--- src/sv/srlm_pkg.sv ---
// ----------------------------------------------------------------------------
// Stereo RMS level meter package
// Sequencer states, register indexes, reset values and fixed datapath widths.
// ----------------------------------------------------------------------------
package srlm_pkg;

    // Sequencer states
    typedef enum logic [3:0] {
        S_IDLE,
        S_SQ_L,
        S_SQ_R,
        S_DIV_MEAN,
        S_SQRT,
        S_MUL_OLD,
        S_MUL_NEW,
        S_DIV_SCALE,
        S_EMIT
    } t_state;

    // Configuration register indexes
    typedef logic [0:0] t_cfg_index;
    localparam t_cfg_index CFG_SMOOTH_GAIN = 1'd0;
    localparam t_cfg_index CFG_FULL_SCALE  = 1'd1;

    localparam int GAIN_W = 16;
    localparam int FS_W   = 15;
    localparam int CFG_W  = 16;

    localparam logic [GAIN_W-1:0] GAIN_RESET       = 16'd4588;
    localparam logic [FS_W-1:0]   FULL_SCALE_RESET = 15'd5571;

    // Shared serial multiplier: 24-bit multiplicand, 17-bit multiplier
    localparam int MUL_AW = 24;
    localparam int MUL_BW = 17;
    localparam int PROD_W = MUL_AW + MUL_BW;

    // Leaky average, Q1.23, and its 42-bit accumulator
    localparam int AVG_W = 24;
    localparam int ACC_W = 42;

    // Square root: 30-bit radicand, two bits per step
    localparam int SQ_IN_W   = 30;
    localparam int ROOT_W    = 15;
    localparam int SQ_STEPS  = SQ_IN_W / 2;
    localparam int SQ_STEP_W = $clog2(SQ_STEPS);

    localparam int SMOOTH_W = 17;
    localparam int SCALED_W = 16;

    localparam logic [SCALED_W-1:0] SCALED_ONE = 16'd32768;
    localparam logic [ROOT_W-1:0]   RMS_MAX    = 15'd16384;

endpackage

--- src/sv/srlm_mul.sv ---
// ----------------------------------------------------------------------------
// Level meter serial multiplier
// Unsigned shift-add multiplier, one multiplier bit per cycle.
// ----------------------------------------------------------------------------
module srlm_mul #(
    parameter int AW = 24,
    parameter int BW = 17
) (
    input  logic             i_clk,
    input  logic             i_rst_n,
    input  logic             i_start,
    input  logic [AW-1:0]    i_a,
    input  logic [BW-1:0]    i_b,
    output logic             o_done,
    output logic [AW+BW-1:0] o_prod
);

    localparam int CW = $clog2(BW + 1);

    logic             r_busy;
    logic             r_done;
    logic [CW-1:0]    r_cnt;
    logic [AW-1:0]    r_a;
    logic [AW+BW-1:0] r_p;
    logic [AW:0]      w_sum;

    // high half plus multiplicand when the low bit is set
    assign w_sum = {1'b0, r_p[AW+BW-1:BW]} + (r_p[0] ? {1'b0, r_a} : {(AW + 1){1'b0}});

    always_ff @(posedge i_clk) begin
        if (!i_rst_n) begin
            r_busy <= 1'b0;
            r_done <= 1'b0;
            r_cnt  <= '0;
        end else begin
            r_done <= 1'b0;
            if (i_start) begin
                r_busy <= 1'b1;
                r_cnt  <= '0;
            end else if (r_busy) begin
                r_cnt <= r_cnt + 1'b1;
                if (r_cnt == CW'(BW - 1)) begin
                    r_busy <= 1'b0;
                    r_done <= 1'b1;
                end
            end
        end
    end

    always_ff @(posedge i_clk) begin
        if (i_start) begin
            r_a <= i_a;
            r_p <= {{AW{1'b0}}, i_b};
        end else if (r_busy) begin
            r_p <= {w_sum, r_p[BW-1:1]};
        end
    end

    assign o_done = r_done;
    assign o_prod = r_p;

endmodule

--- src/sv/srlm_div.sv ---
// ----------------------------------------------------------------------------
// Level meter serial divider
// Restoring divider, one quotient bit per cycle, MSB first.
// ----------------------------------------------------------------------------
module srlm_div #(
    parameter int NW = 37,
    parameter int DW = 15
) (
    input  logic          i_clk,
    input  logic          i_rst_n,
    input  logic          i_start,
    input  logic [NW-1:0] i_dividend,
    input  logic [DW-1:0] i_divisor,
    output logic          o_done,
    output logic [NW-1:0] o_quot
);

    localparam int CW = $clog2(NW + 1);

    logic          r_busy;
    logic          r_done;
    logic [CW-1:0] r_cnt;
    logic [NW-1:0] r_q;
    logic [DW-1:0] r_rem;
    logic [DW-1:0] r_d;
    logic [DW:0]   w_t;
    logic [DW:0]   w_diff;
    logic          w_ge;

    // partial remainder with the next dividend bit shifted in
    assign w_t    = {r_rem, r_q[NW-1]};
    assign w_ge   = (w_t >= {1'b0, r_d});
    assign w_diff = w_t - {1'b0, r_d};

    always_ff @(posedge i_clk) begin
        if (!i_rst_n) begin
            r_busy <= 1'b0;
            r_done <= 1'b0;
            r_cnt  <= '0;
        end else begin
            r_done <= 1'b0;
            if (i_start) begin
                r_busy <= 1'b1;
                r_cnt  <= '0;
            end else if (r_busy) begin
                r_cnt <= r_cnt + 1'b1;
                if (r_cnt == CW'(NW - 1)) begin
                    r_busy <= 1'b0;
                    r_done <= 1'b1;
                end
            end
        end
    end

    always_ff @(posedge i_clk) begin
        if (i_start) begin
            r_q   <= i_dividend;
            r_rem <= '0;
            r_d   <= i_divisor;
        end else if (r_busy) begin
            r_q   <= {r_q[NW-2:0], w_ge};
            r_rem <= w_ge ? w_diff[DW-1:0] : w_t[DW-1:0];
        end
    end

    assign o_done = r_done;
    assign o_quot = r_q;

endmodule

--- src/sv/stereo_rms_level_meter.sv ---
// ----------------------------------------------------------------------------
// Stereo RMS level meter
// Buffer RMS of a stereo Q1.15 stream with leaky smoothing and full-scale scaling.
// ----------------------------------------------------------------------------
// Each accepted frame runs two squares, left then right, through the
// bit-serial multiplier, each with its launch and done. A frame that closes a
// buffer (marked last, or the MAX_FRAMES-th) then runs the buffer close
// sequence: the mean divide, the square root, two multiplies for the leaky
// average, the full-scale divide and the emit state. The result sits in an
// output register, so the next frame is taken while it waits; only a second
// buffer close stalls in the emit state until the first result is
// transferred. Configuration writes are registered directly and are meant
// for idle periods. The sample field is trimmed to SAMPLE_BITS (capped at 16)
// and left aligned to Q1.15 before squaring.
// ----------------------------------------------------------------------------
module stereo_rms_level_meter #(
    parameter int MAX_FRAMES  = 256,
    parameter int SAMPLE_BITS = 16
) (
    input  logic                        i_clk,
    input  logic                        i_rst_n,
    // configuration write port
    input  logic                        i_cfg_wr_en,
    input  srlm_pkg::t_cfg_index        i_cfg_index,
    input  logic [srlm_pkg::CFG_W-1:0]  i_cfg_data,
    // frame input
    input  logic                        i_in_valid,
    output logic                        o_in_ready,
    input  logic signed [15:0]          i_left_sample,
    input  logic signed [15:0]          i_right_sample,
    input  logic                        i_last_frame,
    // buffer result
    output logic                        o_out_valid,
    input  logic                        i_out_ready,
    output logic [14:0]                 o_rms_level,
    output logic [14:0]                 o_smoothed_level,
    output logic [15:0]                 o_scaled_level,
    output logic [15:0]                 o_buffers_seen
);

    // effective sample width and left-align shift
    localparam int EFF_BITS     = (SAMPLE_BITS > 16) ? 16 : ((SAMPLE_BITS < 1) ? 1 : SAMPLE_BITS);
    localparam int SAMPLE_SHIFT = 16 - EFF_BITS;
    // frame counter holds 0..MAX_FRAMES
    localparam int NBW          = $clog2(MAX_FRAMES + 1);
    // sum of up to 2*MAX_FRAMES squares, each at most 2^28
    localparam int SUM_W        = 29 + $clog2(2 * MAX_FRAMES);
    // one divider serves both the mean and the full-scale ratio
    localparam int DIV_NW       = (SUM_W - 1 > 32) ? SUM_W - 1 : 32;
    localparam int DIV_DW       = (NBW > srlm_pkg::FS_W) ? NBW : srlm_pkg::FS_W;

    // ---------------- state ----------------
    srlm_pkg::t_state r_state;
    srlm_pkg::t_state n_state;

    logic [srlm_pkg::GAIN_W-1:0]  r_gain;
    logic [srlm_pkg::FS_W-1:0]    r_full_scale;

    logic [SUM_W-1:0]             r_sum;
    logic [NBW-1:0]               r_frames;
    logic [srlm_pkg::AVG_W-1:0]   r_avg;
    logic [15:0]                  r_tally;

    logic                         r_mul_start;
    logic                         n_mul_start;
    logic                         r_div_start;
    logic                         n_div_start;
    logic [srlm_pkg::SQ_STEP_W-1:0] r_sq_step;

    // payload registers
    logic [15:0]                  r_mag_l;
    logic [15:0]                  r_mag_r;
    logic                         r_last;
    logic [srlm_pkg::ACC_W-1:0]   r_acc;
    logic [srlm_pkg::SQ_IN_W-1:0] r_rad;
    logic [srlm_pkg::ROOT_W-1:0]  r_root;
    logic [srlm_pkg::ROOT_W:0]    r_srem;
    logic [srlm_pkg::SCALED_W-1:0] r_scaled;

    logic                         r_out_valid;
    logic [14:0]                  r_out_rms;
    logic [14:0]                  r_out_smoothed;
    logic [15:0]                  r_out_scaled;
    logic [15:0]                  r_out_tally;

    // ---------------- combinational ----------------
    logic                         w_in_ready;
    logic                         w_load_out;
    logic                         w_accept;

    logic signed [15:0]           w_left_s;
    logic signed [15:0]           w_right_s;
    logic [15:0]                  w_left_mag;
    logic [15:0]                  w_right_mag;

    logic [NBW-1:0]               w_frames_inc;
    logic                         w_buf_end;
    logic [SUM_W-1:0]             w_sum_next;

    logic [srlm_pkg::MUL_AW-1:0]  w_mul_a;
    logic [srlm_pkg::MUL_BW-1:0]  w_mul_b;
    logic                         w_mul_done;
    logic [srlm_pkg::PROD_W-1:0]  w_prod;

    logic [DIV_NW-1:0]            w_div_num;
    logic [DIV_DW-1:0]            w_div_den;
    logic                         w_div_done;
    logic [DIV_NW-1:0]            w_quot;

    logic [srlm_pkg::FS_W-1:0]    w_fs;
    logic [srlm_pkg::AVG_W:0]     w_smooth_sum;
    logic [srlm_pkg::SMOOTH_W-1:0] w_smoothed;
    logic [srlm_pkg::ACC_W-1:0]   w_acc_sum;

    // square root step: bring down two radicand bits, try 4*root+1
    logic [srlm_pkg::ROOT_W+1:0]  w_sq_t;
    logic [srlm_pkg::ROOT_W+1:0]  w_sq_trial;
    logic [srlm_pkg::ROOT_W+1:0]  w_sq_diff;
    logic                         w_sq_ge;

    assign w_accept = i_in_valid && w_in_ready;

    // trim to SAMPLE_BITS and left align into Q1.15
    assign w_left_s    = i_left_sample <<< SAMPLE_SHIFT;
    assign w_right_s   = i_right_sample <<< SAMPLE_SHIFT;
    assign w_left_mag  = w_left_s[15] ? 16'(-w_left_s) : w_left_s;
    assign w_right_mag = w_right_s[15] ? 16'(-w_right_s) : w_right_s;

    // square / 4 of the finished product added to the running sum
    assign w_sum_next   = r_sum + SUM_W'(w_prod[30:2]);
    assign w_frames_inc = r_frames + 1'b1;
    assign w_buf_end    = r_last || (w_frames_inc == NBW'(MAX_FRAMES));

    assign w_fs         = (r_full_scale == '0) ? srlm_pkg::FS_W'(1) : r_full_scale;
    assign w_smooth_sum = {1'b0, r_avg} + (srlm_pkg::AVG_W + 1)'(128);
    assign w_smoothed   = w_smooth_sum[srlm_pkg::AVG_W:8];
    assign w_acc_sum    = r_acc + srlm_pkg::ACC_W'(w_prod);

    assign w_sq_t     = {r_srem[srlm_pkg::ROOT_W-1:0],
                         r_rad[srlm_pkg::SQ_IN_W-1:srlm_pkg::SQ_IN_W-2]};
    assign w_sq_trial = {r_root, 2'b01};
    assign w_sq_ge    = (w_sq_t >= w_sq_trial);
    assign w_sq_diff  = w_sq_t - w_sq_trial;

    // multiplier operands by phase
    always_comb begin
        w_mul_a = '0;
        w_mul_b = '0;
        case (r_state)
            srlm_pkg::S_SQ_L: begin
                w_mul_a = srlm_pkg::MUL_AW'(r_mag_l);
                w_mul_b = srlm_pkg::MUL_BW'(r_mag_l);
            end
            srlm_pkg::S_SQ_R: begin
                w_mul_a = srlm_pkg::MUL_AW'(r_mag_r);
                w_mul_b = srlm_pkg::MUL_BW'(r_mag_r);
            end
            srlm_pkg::S_MUL_OLD: begin
                // (1 - g) * old average
                w_mul_a = r_avg;
                w_mul_b = 17'h10000 - srlm_pkg::MUL_BW'(r_gain);
            end
            srlm_pkg::S_MUL_NEW: begin
                // g * rms in Q1.23
                w_mul_a = srlm_pkg::MUL_AW'({r_root, 8'b0});
                w_mul_b = srlm_pkg::MUL_BW'(r_gain);
            end
            default: begin
            end
        endcase
    end

    // divider operands: mean = (sum/2)/n, otherwise smoothed * 2^15 / full scale
    always_comb begin
        if (r_state == srlm_pkg::S_DIV_MEAN) begin
            w_div_num = DIV_NW'(r_sum[SUM_W-1:1]);
            w_div_den = DIV_DW'(r_frames);
        end else begin
            w_div_num = DIV_NW'({w_smoothed, 15'b0});
            w_div_den = DIV_DW'(w_fs);
        end
    end

    srlm_mul #(
        .AW (srlm_pkg::MUL_AW),
        .BW (srlm_pkg::MUL_BW)
    ) u_srlm_mul (
        .i_clk   (i_clk),
        .i_rst_n (i_rst_n),
        .i_start (r_mul_start),
        .i_a     (w_mul_a),
        .i_b     (w_mul_b),
        .o_done  (w_mul_done),
        .o_prod  (w_prod)
    );

    srlm_div #(
        .NW (DIV_NW),
        .DW (DIV_DW)
    ) u_srlm_div (
        .i_clk      (i_clk),
        .i_rst_n    (i_rst_n),
        .i_start    (r_div_start),
        .i_dividend (w_div_num),
        .i_divisor  (w_div_den),
        .o_done     (w_div_done),
        .o_quot     (w_quot)
    );

    // ---------------- sequencer ----------------
    always_ff @(posedge i_clk) begin
        if (!i_rst_n) begin
            r_state     <= srlm_pkg::S_IDLE;
            r_mul_start <= 1'b0;
            r_div_start <= 1'b0;
        end else begin
            r_state     <= n_state;
            r_mul_start <= n_mul_start;
            r_div_start <= n_div_start;
        end
    end

    always_comb begin
        n_state     = r_state;
        n_mul_start = 1'b0;
        n_div_start = 1'b0;
        w_in_ready  = 1'b0;
        w_load_out  = 1'b0;
        unique case (r_state)
            srlm_pkg::S_IDLE: begin
                w_in_ready = 1'b1;
                if (i_in_valid) begin
                    n_state     = srlm_pkg::S_SQ_L;
                    n_mul_start = 1'b1;
                end
            end
            srlm_pkg::S_SQ_L: begin
                if (w_mul_done) begin
                    n_state     = srlm_pkg::S_SQ_R;
                    n_mul_start = 1'b1;
                end
            end
            srlm_pkg::S_SQ_R: begin
                if (w_mul_done) begin
                    if (w_buf_end) begin
                        n_state     = srlm_pkg::S_DIV_MEAN;
                        n_div_start = 1'b1;
                    end else begin
                        n_state = srlm_pkg::S_IDLE;
                    end
                end
            end
            srlm_pkg::S_DIV_MEAN: begin
                if (w_div_done) begin
                    n_state = srlm_pkg::S_SQRT;
                end
            end
            srlm_pkg::S_SQRT: begin
                if (r_sq_step == srlm_pkg::SQ_STEP_W'(srlm_pkg::SQ_STEPS - 1)) begin
                    n_state     = srlm_pkg::S_MUL_OLD;
                    n_mul_start = 1'b1;
                end
            end
            srlm_pkg::S_MUL_OLD: begin
                if (w_mul_done) begin
                    n_state     = srlm_pkg::S_MUL_NEW;
                    n_mul_start = 1'b1;
                end
            end
            srlm_pkg::S_MUL_NEW: begin
                if (w_mul_done) begin
                    n_state     = srlm_pkg::S_DIV_SCALE;
                    n_div_start = 1'b1;
                end
            end
            srlm_pkg::S_DIV_SCALE: begin
                if (w_div_done) begin
                    n_state = srlm_pkg::S_EMIT;
                end
            end
            srlm_pkg::S_EMIT: begin
                // wait for the output register to free up
                if (!r_out_valid || i_out_ready) begin
                    w_load_out = 1'b1;
                    n_state    = srlm_pkg::S_IDLE;
                end
            end
            default: begin
                n_state = srlm_pkg::S_IDLE;
            end
        endcase
    end

    // ---------------- control and state registers ----------------
    always_ff @(posedge i_clk) begin
        if (!i_rst_n) begin
            r_gain       <= srlm_pkg::GAIN_RESET;
            r_full_scale <= srlm_pkg::FULL_SCALE_RESET;
            r_sum        <= '0;
            r_frames     <= '0;
            r_avg        <= '0;
            r_tally      <= '0;
            r_sq_step    <= '0;
            r_out_valid  <= 1'b0;
        end else begin
            if (i_cfg_wr_en) begin
                unique case (i_cfg_index)
                    srlm_pkg::CFG_SMOOTH_GAIN: r_gain       <= i_cfg_data[srlm_pkg::GAIN_W-1:0];
                    srlm_pkg::CFG_FULL_SCALE:  r_full_scale <= i_cfg_data[srlm_pkg::FS_W-1:0];
                    default: begin
                    end
                endcase
            end

            // square accumulation; the buffer closes after the mean is taken
            if (w_mul_done && (r_state == srlm_pkg::S_SQ_L)) begin
                r_sum <= w_sum_next;
            end
            if (w_mul_done && (r_state == srlm_pkg::S_SQ_R)) begin
                r_sum    <= w_sum_next;
                r_frames <= w_frames_inc;
            end
            if (w_div_done && (r_state == srlm_pkg::S_DIV_MEAN)) begin
                r_sum     <= '0;
                r_frames  <= '0;
                r_sq_step <= '0;
            end

            if (r_state == srlm_pkg::S_SQRT) begin
                r_sq_step <= r_sq_step + 1'b1;
            end

            if (w_mul_done && (r_state == srlm_pkg::S_MUL_NEW)) begin
                r_avg <= w_acc_sum[srlm_pkg::AVG_W+15:16];
            end

            if (w_load_out) begin
                r_tally     <= r_tally + 1'b1;
                r_out_valid <= 1'b1;
            end else if (i_out_ready) begin
                r_out_valid <= 1'b0;
            end
        end
    end

    // ---------------- payload registers ----------------
    always_ff @(posedge i_clk) begin
        if (w_accept) begin
            r_mag_l <= w_left_mag;
            r_mag_r <= w_right_mag;
            r_last  <= i_last_frame;
        end

        if (w_div_done && (r_state == srlm_pkg::S_DIV_MEAN)) begin
            r_rad  <= w_quot[srlm_pkg::SQ_IN_W-1:0];
            r_root <= '0;
            r_srem <= '0;
        end else if (r_state == srlm_pkg::S_SQRT) begin
            r_rad  <= {r_rad[srlm_pkg::SQ_IN_W-3:0], 2'b00};
            r_root <= {r_root[srlm_pkg::ROOT_W-2:0], w_sq_ge};
            r_srem <= w_sq_ge ? w_sq_diff[srlm_pkg::ROOT_W:0] : w_sq_t[srlm_pkg::ROOT_W:0];
        end

        // old-average product plus the rounding half
        if (w_mul_done && (r_state == srlm_pkg::S_MUL_OLD)) begin
            r_acc <= srlm_pkg::ACC_W'(w_prod) + srlm_pkg::ACC_W'(32768);
        end

        // ratio clamped at 1.0
        if (w_div_done && (r_state == srlm_pkg::S_DIV_SCALE)) begin
            r_scaled <= (w_quot > DIV_NW'(srlm_pkg::SCALED_ONE))
                      ? srlm_pkg::SCALED_ONE : w_quot[srlm_pkg::SCALED_W-1:0];
        end

        if (w_load_out) begin
            r_out_rms      <= r_root[14:0];
            r_out_smoothed <= w_smoothed[14:0];
            r_out_scaled   <= r_scaled;
            r_out_tally    <= r_tally + 1'b1;
        end
    end

    assign o_in_ready       = w_in_ready;
    assign o_out_valid      = r_out_valid;
    assign o_rms_level      = r_out_rms;
    assign o_smoothed_level = r_out_smoothed;
    assign o_scaled_level   = r_out_scaled;
    assign o_buffers_seen   = r_out_tally;

endmodule

--- config.mk ---
export PLATFORM = sky130hd
export DESIGN_NAME = stereo_rms_level_meter
export DESIGN_NICKNAME = d
export VERILOG_FILES = /design/src/sv/srlm_pkg.sv /design/src/sv/srlm_mul.sv /design/src/sv/srlm_div.sv /design/src/sv/stereo_rms_level_meter.sv
export SDC_FILE = /design/constraint.sdc
export NUM_CORES = 1
export LEC_CHECK = 0
export BUFFER_PORTS_ARGS = -buffer_cell sky130_fd_sc_hd__buf_2
export CORE_ASPECT_RATIO = 1.25
export CORE_MARGIN = 2
export CORE_UTILIZATION = 25
export CTS_CLUSTER_DIAMETER = 50
export CTS_CLUSTER_SIZE = 8
export DETAILED_ROUTE_END_ITERATION = 16
export GPL_TIMING_DRIVEN = 0
export PLACE_DENSITY = 0.5
export SYNTH_ARGS = -nofsm -noshare
export SYNTH_HDL_FRONTEND = slang
export SYNTH_SLANG_ARGS = --single-unit
--- constraint.sdc ---
create_clock -name i_clk -period 9.37 [get_ports i_clk]
set_input_delay 0.4685 -clock i_clk [delete_from_list [all_inputs] [get_ports i_clk]]
set_output_delay 0.4685 -clock i_clk [all_outputs]
set_load 0.01 [all_outputs]
==> metrics.md, run 1 <==
| Metric | Value |
|---|---|
| Outcome | `completed` |
| Final WL | `78100 um` |
| Synth Area in Compound Gates | `0.161` |
| Fill cell count | `10800` |
| Yosys warnings | `0` |
| Crit start category | `flop` |
| Min Tclk post-route | `3970 ps` |
| Tcrit/Tclk final | `0.424` |
| Syn Nets | `2885` |
| Routability-driven placement congestion ratio | `0.868` |
| Post-synthesis adder-cell area fraction | `0.0680` |
| GRT Overall Usage | `0.145` |
| Vias in the first global route | `20100` |
| Worst slew margin | `0.271` |
| Max Cap Viol | `0` |
| Clk Latency, worst-skew pair | `640 ps` |
| Num ports | `119` |
| Clock Skew | `40.5 ps` |
| PostCTS Resize Cnt | `0` |
| Max Slew Vio Count | `0` |
| WL/cell | `18.2 um` |
| Starting DRT DRC Count | `986` |
| Layout Cells excl Fill | `4302` |
| Final Util | `0.299` |
| Initial core utilization | `0.251` |
| Number of synthesized flops with an enable pin | `274` |
| Largest net degree at the start of global routing | `44` |
| CTS max path bufs | `3` |
| Drc violations | `0` |
| Die outline width | `292 um` |
| Fmax | `252 MHz` |
| Vias | `20300` |
| Grt total ovfl | `0` |
| Async set-reset flop share out of synthesis | `0` |
| Antenna viol nets, final | `0` |
| FF-to-FF setup slack | `5400 ps` |
| Critical Path RT | `9890 ps` |
| Core Region | `0.103 mm2` |
| Simple-gate portion of the synthesized area | `0.171` |
| Sequential element share of the synthesized area | `0.482` |
| Reg clk slew, reported paths | `50 ps` |
| Pwr dens | `234 mW/mm2` |
| Post-CTS Repair Setup Buffers | `0` |
| Commonest non-fill, non-tap cell in the layout | `nand2_1` |
| Critical path type | `flop to flop` |
| Final Total Pwr | `7200 uW` |
| IO buf count | `118` |
| CP endpoint kind | `flop` |
| Post-synthesis mux area share | `0.0173` |
| Yosys top cell area share | `0.318` |
| Hold WC Path Type | `input pin to flop` |
| Main combinational cell family by area after synthesis | `simple AND/OR/NAND/NOR gates` |
| CP Data Arrival Time | `4490 ps` |
| Hold Vio Cnt, Final | `0` |
| Root Buffer | `clkbuf_16` |
| Num CTS Buffers | `80` |
| XOR/XNOR share of the synthesized area | `0.0646` |
| Yosys reg bits | `487` |
| RSZ-0062 raised after global routing | `false` |
| First-pass GRT wire length | `119000 um` |
| Area leader, netlist | `edfxtp_1` |
| Mapped Cells | `2691` |
| Final Setup Violations | `0` |
| Most frequent cells in the layout | `nand2_1 (344), edfxtp_1 (274), dfxtp_1 (212)` |
| Worst ir drop on vdd | `0.132 mV` |
| CTS Hold Bufs | `0` |
| Rows | `132` |
| Ranking of synthesized cells by area | `edfxtp_1 (32%), dfxtp_1 (16%), ha_1 (6.6%)` |
| Vias per inst | `4.71` |
| Setup TNS | `0 ps` |
| First drt pass iteration count | `5` |
| Antenna violations before repair | `4` |
| Die Y | `364 um` |
| Area Growth Syn to Fin | `19.1%` |
| Total die area | `0.106 mm2` |
| Post-Synthesis Cell Area | `0.0259 mm2` |
| Worst-margin pin slew | `1090 ps` |
| Post-DP HPWL | `60600 um` |
| TritonCTS clock tree | `done` |
| Synth cell types | `76` |
| H-tree Lvls | `3` |
| Placed Instances | `4152` |
| Final net count | `3088` |
| CTS Sinks | `487` |
| Syn_area_per_cell | `9.62 um2` |
| Fraction of layout instances using a drive strength above 1 | `0.0912` |
| Top FF cell, synth | `edfxtp_1` |
| Critical-path maximum fanout | `10` |
| P_leak | `0.0120 uW` |
==> metal layers <==
metal | vias up | share of wire | GRT usage
met1 | 9606 | 0.42 | 0.170
met4 | 4 | 0.040 | 0.0633
li1 | 10200 | - | -
met5 | - | 0.00028 | 0
met3 | 135 | 0.041 | 0.0259
met2 | 383 | 0.49 | 0.258
==> worst paths after layout <==
| kind | start | endpoint | cells past startpoint |
|---|---|---|---|
| min reg2reg | r_scaled[6]$_SDFFCE_PN0P_ | o_scaled_level[6]$_DFFE_PP_ | 0 |
| min | i_last_frame | r_last$_DFFE_PP_ | 1 |
| max reg2reg | u_srlm_mul.o_prod[0]$_DFFE_PP_ | u_srlm_mul.o_prod[39]$_SDFFE_PP0P_ | 12 |
| max | u_srlm_mul.o_prod[0]$_DFFE_PP_ | u_srlm_mul.o_prod[39]$_SDFFE_PP0P_ | 12 |
==> stage by stage <==
step	instance area [um2]	worst slack [ps]	hold WS (ps)
2_1_floorplan	25900	5810	400
3_3_place_gp	28200	3790	404
3_5_place_dp	28200	5450	405
4_1_cts	30800	5420	15.1
5_1_grt	30800	5180	19.1
6_report	30800	5400	52.0
==> state kept, by name, summed over array words and instances, names as in the netlist, 24 cells and up <==
signal / cells
r_sum: 38
u_srlm_mul.r_a: 24
r_acc: 40
u_srlm_div.o_quot: 37
r_avg: 24
u_srlm_mul.o_prod: 41
r_rad: 30
==> area by class of cell <==
type / count / area, um2 / share of cell area
sequential: 487 / 12500 / 0.405
timing repair buffer: 121 / 661 / 0.0214
buffer: 113 / 438 / 0.0142
antenna: 2 / 5.00 / 0.000162
clock buffer: 127 / 2290 / 0.0743
tap: 1340 / 1680 / 0.0544
inverter: 135 / 507 / 0.0164
clock inverter: 21 / 285 / 0.00925
multi-input combinational: 1956 / 12500 / 0.404
==> critical path, cell delays in order, from the launching register on <==
cell	delay, ps
edfxtp_1	670
clkbuf_1	450
and2_1	260
ha_1	260
a211oi_1	380
o21a_1	250
o31ai_1	160
o22ai_1	330
o21ai_0	200
a211oi_1	400
a21oi_1	150
xor2_1	150
a22o_1	190
==> cell families after synthesis <==
family,after synthesis
multiplexers,44
adder cells (fa/ha/maj),139
XOR/XNOR,191
buffers and inverters,248
AO/OA/AOI/OAI,659
AND/OR/NAND/NOR,923
flip-flops,487
==> power by group <==
| part | switching [uW] | internal [uW] | leakage, uW |
|---|---|---|---|
| logic | 967 | 675 | 0.00643 |
| registers | 236 | 2490 | 0.00438 |
| clock network | 1060 | 1770 | 0.00124 |
==> Yosys cell counts (5+ instances only) <==
cell type / count
a211oi_1: 42
o21a_1: 23
or4_1: 10
nand4_1: 41
a221oi_1: 6
nor3_1: 31
buf_1: 9
o22ai_1: 22
a31oi_1: 25
nand2_1: 344
xor2_1: 90
and3_1: 30
ha_1: 136
buf_2: 7
o21bai_1: 9
and2_1: 55
or3_1: 25
edfxtp_1: 274
a22o_1: 20
mux2i_1: 37
nor3b_1: 5
a311oi_1: 5
nor2b_1: 21
nor2_1: 177
inv_1: 135
mux2_2: 7
nand3_1: 96
o211ai_1: 28
nand2b_1: 34
o41ai_1: 6
a21o_1: 54
dfxtp_1: 213
clkbuf_1: 96
and4_1: 8
a21oi_1: 165
o31ai_1: 24
o21ai_0: 167
a22oi_1: 21
xnor2_1: 101
or2_2: 6
nor4_1: 22
Power figures use the tool's default switching activity.
==> run 2, diff against run 1 <==
- clock period: 9.37 -> 4 ns (I/O delays scaled with it)
==> metrics.md, run 2 (synthesis gave the netlist of run 1 again) <==
| Metric | Value |
|---|---|
| Min Tclk post-route | `3750 ps (-218 ps)` |
| Routability-driven placement congestion ratio | `0.868 (unchanged)` |
| Vias in the first global route | `20400 (+1.7%)` |
| Final instance area | `0.0315 mm2 (+2.1%)` |
| Critical-path maximum fanout | `10 (unchanged)` |
| CTS Sinks | `487 (unchanged)` |
| Hold Vio Cnt, Final | `0 (unchanged)` |
| Antenna viol nets, final | `0 (unchanged)` |
| Total die area | `0.106 mm2 (unchanged)` |
| IO buf count | `118 (unchanged)` |
| Die Y | `364 um (unchanged)` |
| Root Buffer | `clkbuf_16` |
| Area Growth Syn to Fin | `21.5%` |
| Outcome | `completed` |
| Clock Power Share | `0.391 (-0.002)` |
| Critical Path RT | `4520 ps (-5370 ps)` |
| Vias per inst | `4.72 (+0.16%)` |
| Num CTS Buffers | `80 (unchanged)` |
| Hold Path Origin | `i_left_sample[15]` |
| Largest register FFs | `41 (unchanged)` |
| TritonCTS clock tree | `done` |
| Grt total ovfl | `0 (unchanged)` |
| Fill cell count | `10800 (-0.41%)` |
| Worst r2r src | `u_srlm_mul.o_prod[0]$_DFFE_PP_` |
| FF-to-FF End | `u_srlm_mul.o_prod[39]$_SDFFE_PP0P_` |
| Final net count | `3153 (+2.1%)` |
| CTS max path bufs | `3 (unchanged)` |
| Core Region | `0.103 mm2 (unchanged)` |
| Drc violations | `0 (unchanged)` |
| Clk Latency, worst-skew pair | `640 ps (about the same)` |
| Max Cap Viol | `0 (unchanged)` |
| Worst slew margin | `0.274 (+0.00322)` |
| Hold WC Path Type | `input pin to flop` |
| GRT Overall Usage | `0.146 (+0.000973)` |
| Post-DP HPWL | `60600 um (unchanged)` |
| Max Slew Vio Count | `0 (unchanged)` |
| Die outline width | `292 um (unchanged)` |
| Most frequent cells in the layout | `nand2_1 (344), edfxtp_1 (274), dfxtp_1 (212)` |
| Largest net degree at the start of global routing | `44 (unchanged)` |
| Commonest non-fill, non-tap cell in the layout | `nand2_1` |
| Final Util | `0.305 (+0.00619)` |
| Fraction of layout instances using a drive strength above 1 | `0.0906 (-0.000638)` |
| FF/Latch Area | `0.0125 mm2 (unchanged)` |
| Crit start category | `flop` |
| Vias | `20600 (+1.6%)` |
| Rows | `132 (unchanged)` |
| Hold path depth | `3 (+2)` |
| Reg clk slew, reported paths | `50 ps (about the same)` |
| Fmax | `266 MHz (+5.8%)` |
| Initial core utilization | `0.251 (unchanged)` |
| Switching Fraction | `0.315 (+0.000325)` |
| Pwr dens | `539 mW/mm2 (+130%)` |
| Slack of the critical path | `246 ps (-5150 ps)` |
| Antenna violations before repair | `1 (-3)` |
| Reg power frac | `0.377 (-0.002)` |
| Worst ir drop on vdd | `0.311 mV (+130%)` |
| RSZ-0062 raised after global routing | `false` |
| CP Data Arrival Time | `4270 ps (-220 ps)` |
| WHS Endpoint | `r_mag_l[8]$_DFFE_PP_` |
| Multi-input logic area | `0.0125 mm2 (unchanged)` |
| First drt pass iteration count | `5 (unchanged)` |
| Num ports | `119 (unchanged)` |
| FF-to-FF setup slack | `250 ps (-5150 ps)` |
| Worst slack at placement | `80.2 ps (-5370 ps)` |
| Worst-margin pin slew | `1080 ps (-16.2 ps)` |
| # diodes | `0 (-2)` |
| CP endpoint kind | `flop` |
| Combinational share of power | `0.232 (+0.004)` |
| Starting DRT DRC Count | `1056 (+7.1%)` |
| H-tree Lvls | `3 (unchanged)` |
| Internal power | `11600 uW (+140%)` |
| Final Setup Violations | `0 (unchanged)` |
| Area after DPL | `0.0282 mm2 (unchanged)` |
| Worst r2r path cells | `12 (unchanged)` |
| Critical path type | `flop to flop` |
| Clock Skew | `41.1 ps (+0.658 ps)` |
| Final Total Pwr | `17000 uW (+140%)` |
| Final WL | `78800 um (+0.87%)` |
| P_leak | `0.0124 uW (+3.0%)` |
| Tcrit/Tclk final | `0.939 (+0.515)` |
| First-pass GRT wire length | `120000 um (+1.2%)` |
| WL/cell | `18.1 um (-0.58%)` |
| Sw Pwr | `5330 uW (+140%)` |
==> run 2: cell types whose count changed in the layout (fill, tap and decap cells not counted) <==
cell,change
dlygate4sd3_1,+62
clkbuf_1,-1
buf_4,+3
clkbuf_2,+1
diode_2,-2
==> run 2: worst max path at each step <==
stage,from,endpoint,slack (ps),cells after the start
detailed placement,u_srlm_mul.o_prod[0]$_DFFE_PP_,u_srlm_mul.o_prod[39]$_SDFFE_PP0P_,80,12
finish,u_srlm_mul.o_prod[0]$_DFFE_PP_,u_srlm_mul.o_prod[39]$_SDFFE_PP0P_,250,12
global placement,r_state[2]$_SDFFE_PN0P_,r_tally[7]$_SDFFE_PN0P_,-1580,8
CTS,u_srlm_mul.o_prod[0]$_DFFE_PP_,u_srlm_mul.o_prod[39]$_SDFFE_PP0P_,50,12
global route,u_srlm_mul.o_prod[0]$_DFFE_PP_,u_srlm_mul.o_prod[39]$_SDFFE_PP0P_,100,12
floorplan,r_state[2]$_SDFFE_PN0P_,r_tally[10]$_SDFFE_PN0P_,440,8
==> run 2: critical path, stage by stage, from the launching register on <==
cell and delay, ps:
edfxtp_1 600, clkbuf_2 330, and2_1 220, ha_1 260, a211oi_1 380, o21a_1 250, o31ai_1 160, o22ai_1 330
o21ai_0 200, a211oi_1 400, a21oi_1 140, xor2_1 150, a22o_1 190
==> run 2: per-stage QoR <==
step,TNS (ps),hold slack [ps],std cells
final,0,56.5,4365
after global routing,0,51.2,4365
after CTS,0,18.7,4362
after detailed placement,0,405,4152
after global placement,-103610,404,4149
after floorplan,0,299,2691
==> run 2: area by class of cell <==
class	count	area share
Clock inverter	21	0.00907
Tap cell	1340	0.0533
Sequential cell	487	0.397
Buffer	113	0.0140
Clock buffer	127	0.0728
Multi-Input combinational cell	1956	0.396
Timing Repair Buffer	186	0.0414
Inverter	135	0.0161
==> run 2: metal layers <==
layer | wire, um | track usage | up-vias
met4 | 2720 | 0.0576 | 0
met1 | 33800 | 0.172 | 9796
met2 | 39300 | 0.264 | 408
met5 | 0 | 0 | -
met3 | 2980 | 0.0228 | 117
li1 | - | - | 10300
==> run 2: repair_timing <==
action | CTS | global route
gates resized for setup | 0 | 2
endpoints found under the setup margin | 0 | 3
endpoints found under the hold margin | 64 | 0
setup buffers | 0 | 3
hold buffers | 62 | 0
==> run 2: power by group through the flow <==
stage | Sequential (uW) | Clock, uW | Combinational (uW)
floorplan | 6230 | 0 | 2960
global placement | 6480 | 0 | 3810
detailed placement | 6490 | 0 | 3840
CTS | 6390 | 6830 | 3910
global route | 6450 | 7040 | 4370
finish | 6390 | 6640 | 3930
==> run 3, diff against run 2 <==
- PLACE_DENSITY: 0.5 -> default
- PLACE_DENSITY_LB_ADDON: default -> 0.1
==> metrics.md, run 3 (synthesis gave the netlist of run 1 again) <==
| Metric | Value |
|---|---|
| Multi-input logic area | `0.0125 mm2 (unchanged)` |
| Die Y | `364 um (unchanged)` |
| Critical-path maximum fanout | `10 (unchanged)` |
| Clock Skew | `31.5 ps (-9.63 ps)` |
| Fraction of layout instances using a drive strength above 1 | `0.0876 (-0.00295)` |
| Vias per inst | `4.75 (+0.51%)` |
| GRT Overall Usage | `0.158 (+0.0126)` |
| Worst ir drop on vdd | `0.311 mV (-0.15%)` |
| Switching Fraction | `0.324 (+0.00969)` |
| Pwr dens | `539 mW/mm2 (about the same)` |
| Antenna violations before repair | `4 (+3)` |
| Max Used Layer | `met4` |
| Most frequent cells in the layout | `nand2_1 (344), edfxtp_1 (274), dfxtp_1 (212)` |
| Root Buffer | `clkbuf_16` |
| Largest net degree at the start of global routing | `57 (+30%)` |
| CP Data Arrival Time | `4150 ps (-120 ps)` |
| Vias in the first global route | `21100 (+3.3%)` |
| Tcrit/Tclk final | `0.906 (-0.0325)` |
| Total die area | `0.106 mm2 (unchanged)` |
| Max Cap Viol | `0 (unchanged)` |
| Die outline width | `292 um (unchanged)` |
| P_leak | `0.0123 uW (-0.54%)` |
| Vias | `20700 (+0.51%)` |
| Hold WC Path Type | `input pin to flop` |
| Hold Vio Cnt, Final | `0 (unchanged)` |
| Crit start category | `flop` |
| Sw Pwr | `5480 uW (+2.8%)` |
| Reg power frac | `0.377 (about the same)` |
| Worst-margin pin slew | `1210 ps (+131 ps)` |
| Outcome | `completed` |
| Commonest non-fill, non-tap cell in the layout | `nand2_1` |
| Worst slew margin | `0.193 (-0.0806)` |
| Num CTS Buffers | `79 (-1.3%)` |
| Clock Power Share | `0.382 (-0.009)` |
| Rows | `132 (unchanged)` |
| Starting DRT DRC Count | `1125 (+6.5%)` |
| Internal power | `11400 uW (-1.7%)` |
| Met1 wire length | `36700 um (+8.4%)` |
| First drt pass iteration count | `5 (unchanged)` |
| Critical path type | `flop to flop` |
| CTS Sinks | `487 (unchanged)` |
| Area Growth Syn to Fin | `21.1%` |
| WL/cell | `19.4 um (+7.5%)` |
| Critical Path RT | `4530 ps (about the same)` |
| Post-DP HPWL | `65200 um (+7.5%)` |
| Routed wl met2 | `42200 um (+7.3%)` |
| First-pass GRT wire length | `128000 um (+6.3%)` |
| Routability-driven placement congestion ratio | `0.884 (+1.8%)` |
| Grt total ovfl | `0 (unchanged)` |
| Reg clk slew, reported paths | `50 ps (about the same)` |
| RSZ-0062 raised after global routing | `false` |
| TritonCTS clock tree | `done` |
| Largest register FFs | `41 (unchanged)` |
| Final Total Pwr | `16900 uW (-0.29%)` |
| FF/Latch Area | `0.0125 mm2 (unchanged)` |
| Drc violations | `0 (unchanged)` |
| Hold Worst Slack | `59.1 ps (+2.56 ps)` |
| PostCTS Resize Cnt | `0 (unchanged)` |
| Fmax | `276 MHz (+3.6%)` |
| Antenna viol nets, final | `0 (unchanged)` |
| Initial core utilization | `0.251 (unchanged)` |
| Area after DPL | `0.0282 mm2 (about the same)` |
| Max Slew Vio Count | `0 (unchanged)` |
| Num ports | `119 (unchanged)` |
| Final net count | `3152 (-0.032%)` |
| Final WL | `84700 um (+7.5%)` |
| DR WL met3 | `3050 um (+2.5%)` |
| CTS max path bufs | `3 (unchanged)` |
| Setup TNS | `0 ps (unchanged)` |
| CP endpoint kind | `flop` |
| Core Region | `0.103 mm2 (unchanged)` |
| Final instance area | `0.0314 mm2 (-0.33%)` |
| Min Tclk post-route | `3620 ps (-130 ps)` |
| IO buf count | `118 (unchanged)` |
| Clk Latency, worst-skew pair | `670 ps (+30 ps)` |
| FF-to-FF setup slack | `380 ps (+130 ps)` |
| Fill cell count | `10700 (-0.66%)` |
| Combinational share of power | `0.241 (+0.009)` |
| Final Util | `0.304 (-0.00101)` |
| H-tree Lvls | `3 (unchanged)` |
| Final Setup Violations | `0 (unchanged)` |
run 3: cell count changes in the layout (fill, tap and decap cells not counted), sizes merged:
cell,change
diode,+1
clkbuf,-5
clkinv,-1
inv,+2
clkinvlp,+2
buf,-1
dlygate4sd3,+2
run 3: final timing paths:
check	endpoint	cells after the start	from
worst max-delay path	u_srlm_mul.r_a[12]$_DFFE_PP_	8	r_state[2]$_SDFFE_PN0P_
worst min-delay path	r_avg[21]$_SDFFE_PN0P_	3	i_rst_n
worst max register to register	u_srlm_mul.r_a[12]$_DFFE_PP_	8	r_state[2]$_SDFFE_PN0P_
worst min register to register	o_scaled_level[9]$_DFFE_PP_	0	r_scaled[9]$_SDFFCE_PN0P_
run 3: worst max-delay path, cell delays in order, from the launching register on:
cell	delay [ps]
dfxtp_1	400
buf_2	340
nor2b_1	600
and2_1	220
clkbuf_1	340
clkbuf_1	530
clkbuf_1	610
a22oi_1	280
nand2_1	140
run 3: what timing repair did:
item                                    in CTS  in global routing
endpoints found under the setup margin       1                  1
hold buffers                                64                  0
endpoints found under the hold margin       65                  0
buffers inserted                             2                  0
run 3: through the flow:
stage | std cells | setup slack [ps]
finish | 4365 | 376
global route | 4364 | 117
CTS | 4365 | 196
detailed placement | 4152 | -93.2
global placement | 4149 | -1440
floorplan | 2691 | 440
run 3: layer usage:
layer / GRT usage / vias to the layer above
met3: 0.0243 / 135
met4: 0.0669 / 0
li1: - / 10300
met2: 0.284 / 415
met1: 0.187 / 9851
met5: 0 / -
run 3: power by group through the flow:
stage          logic [uW]  clock network (uW)  registers, uW
2_1_floorplan        2960                   0           6230
3_3_place_gp         3920                   0           6480
3_5_place_dp         3970                   0           6490
4_1_cts              4080                6710           6380
5_1_grt              4530                6880           6440
6_report             4080                6460           6370
run 3: area by class of cell:
cell class	count	share of cell area
Timing Repair Buffer	187	0.0423
Tap cell	1340	0.0535
Sequential cell	487	0.398
Clock buffer	123	0.0686
Clock inverter	24	0.00958
Multi-Input combinational cell	1956	0.398
Buffer	112	0.0138
Inverter	135	0.0162
Antenna cell	1	0.0000798
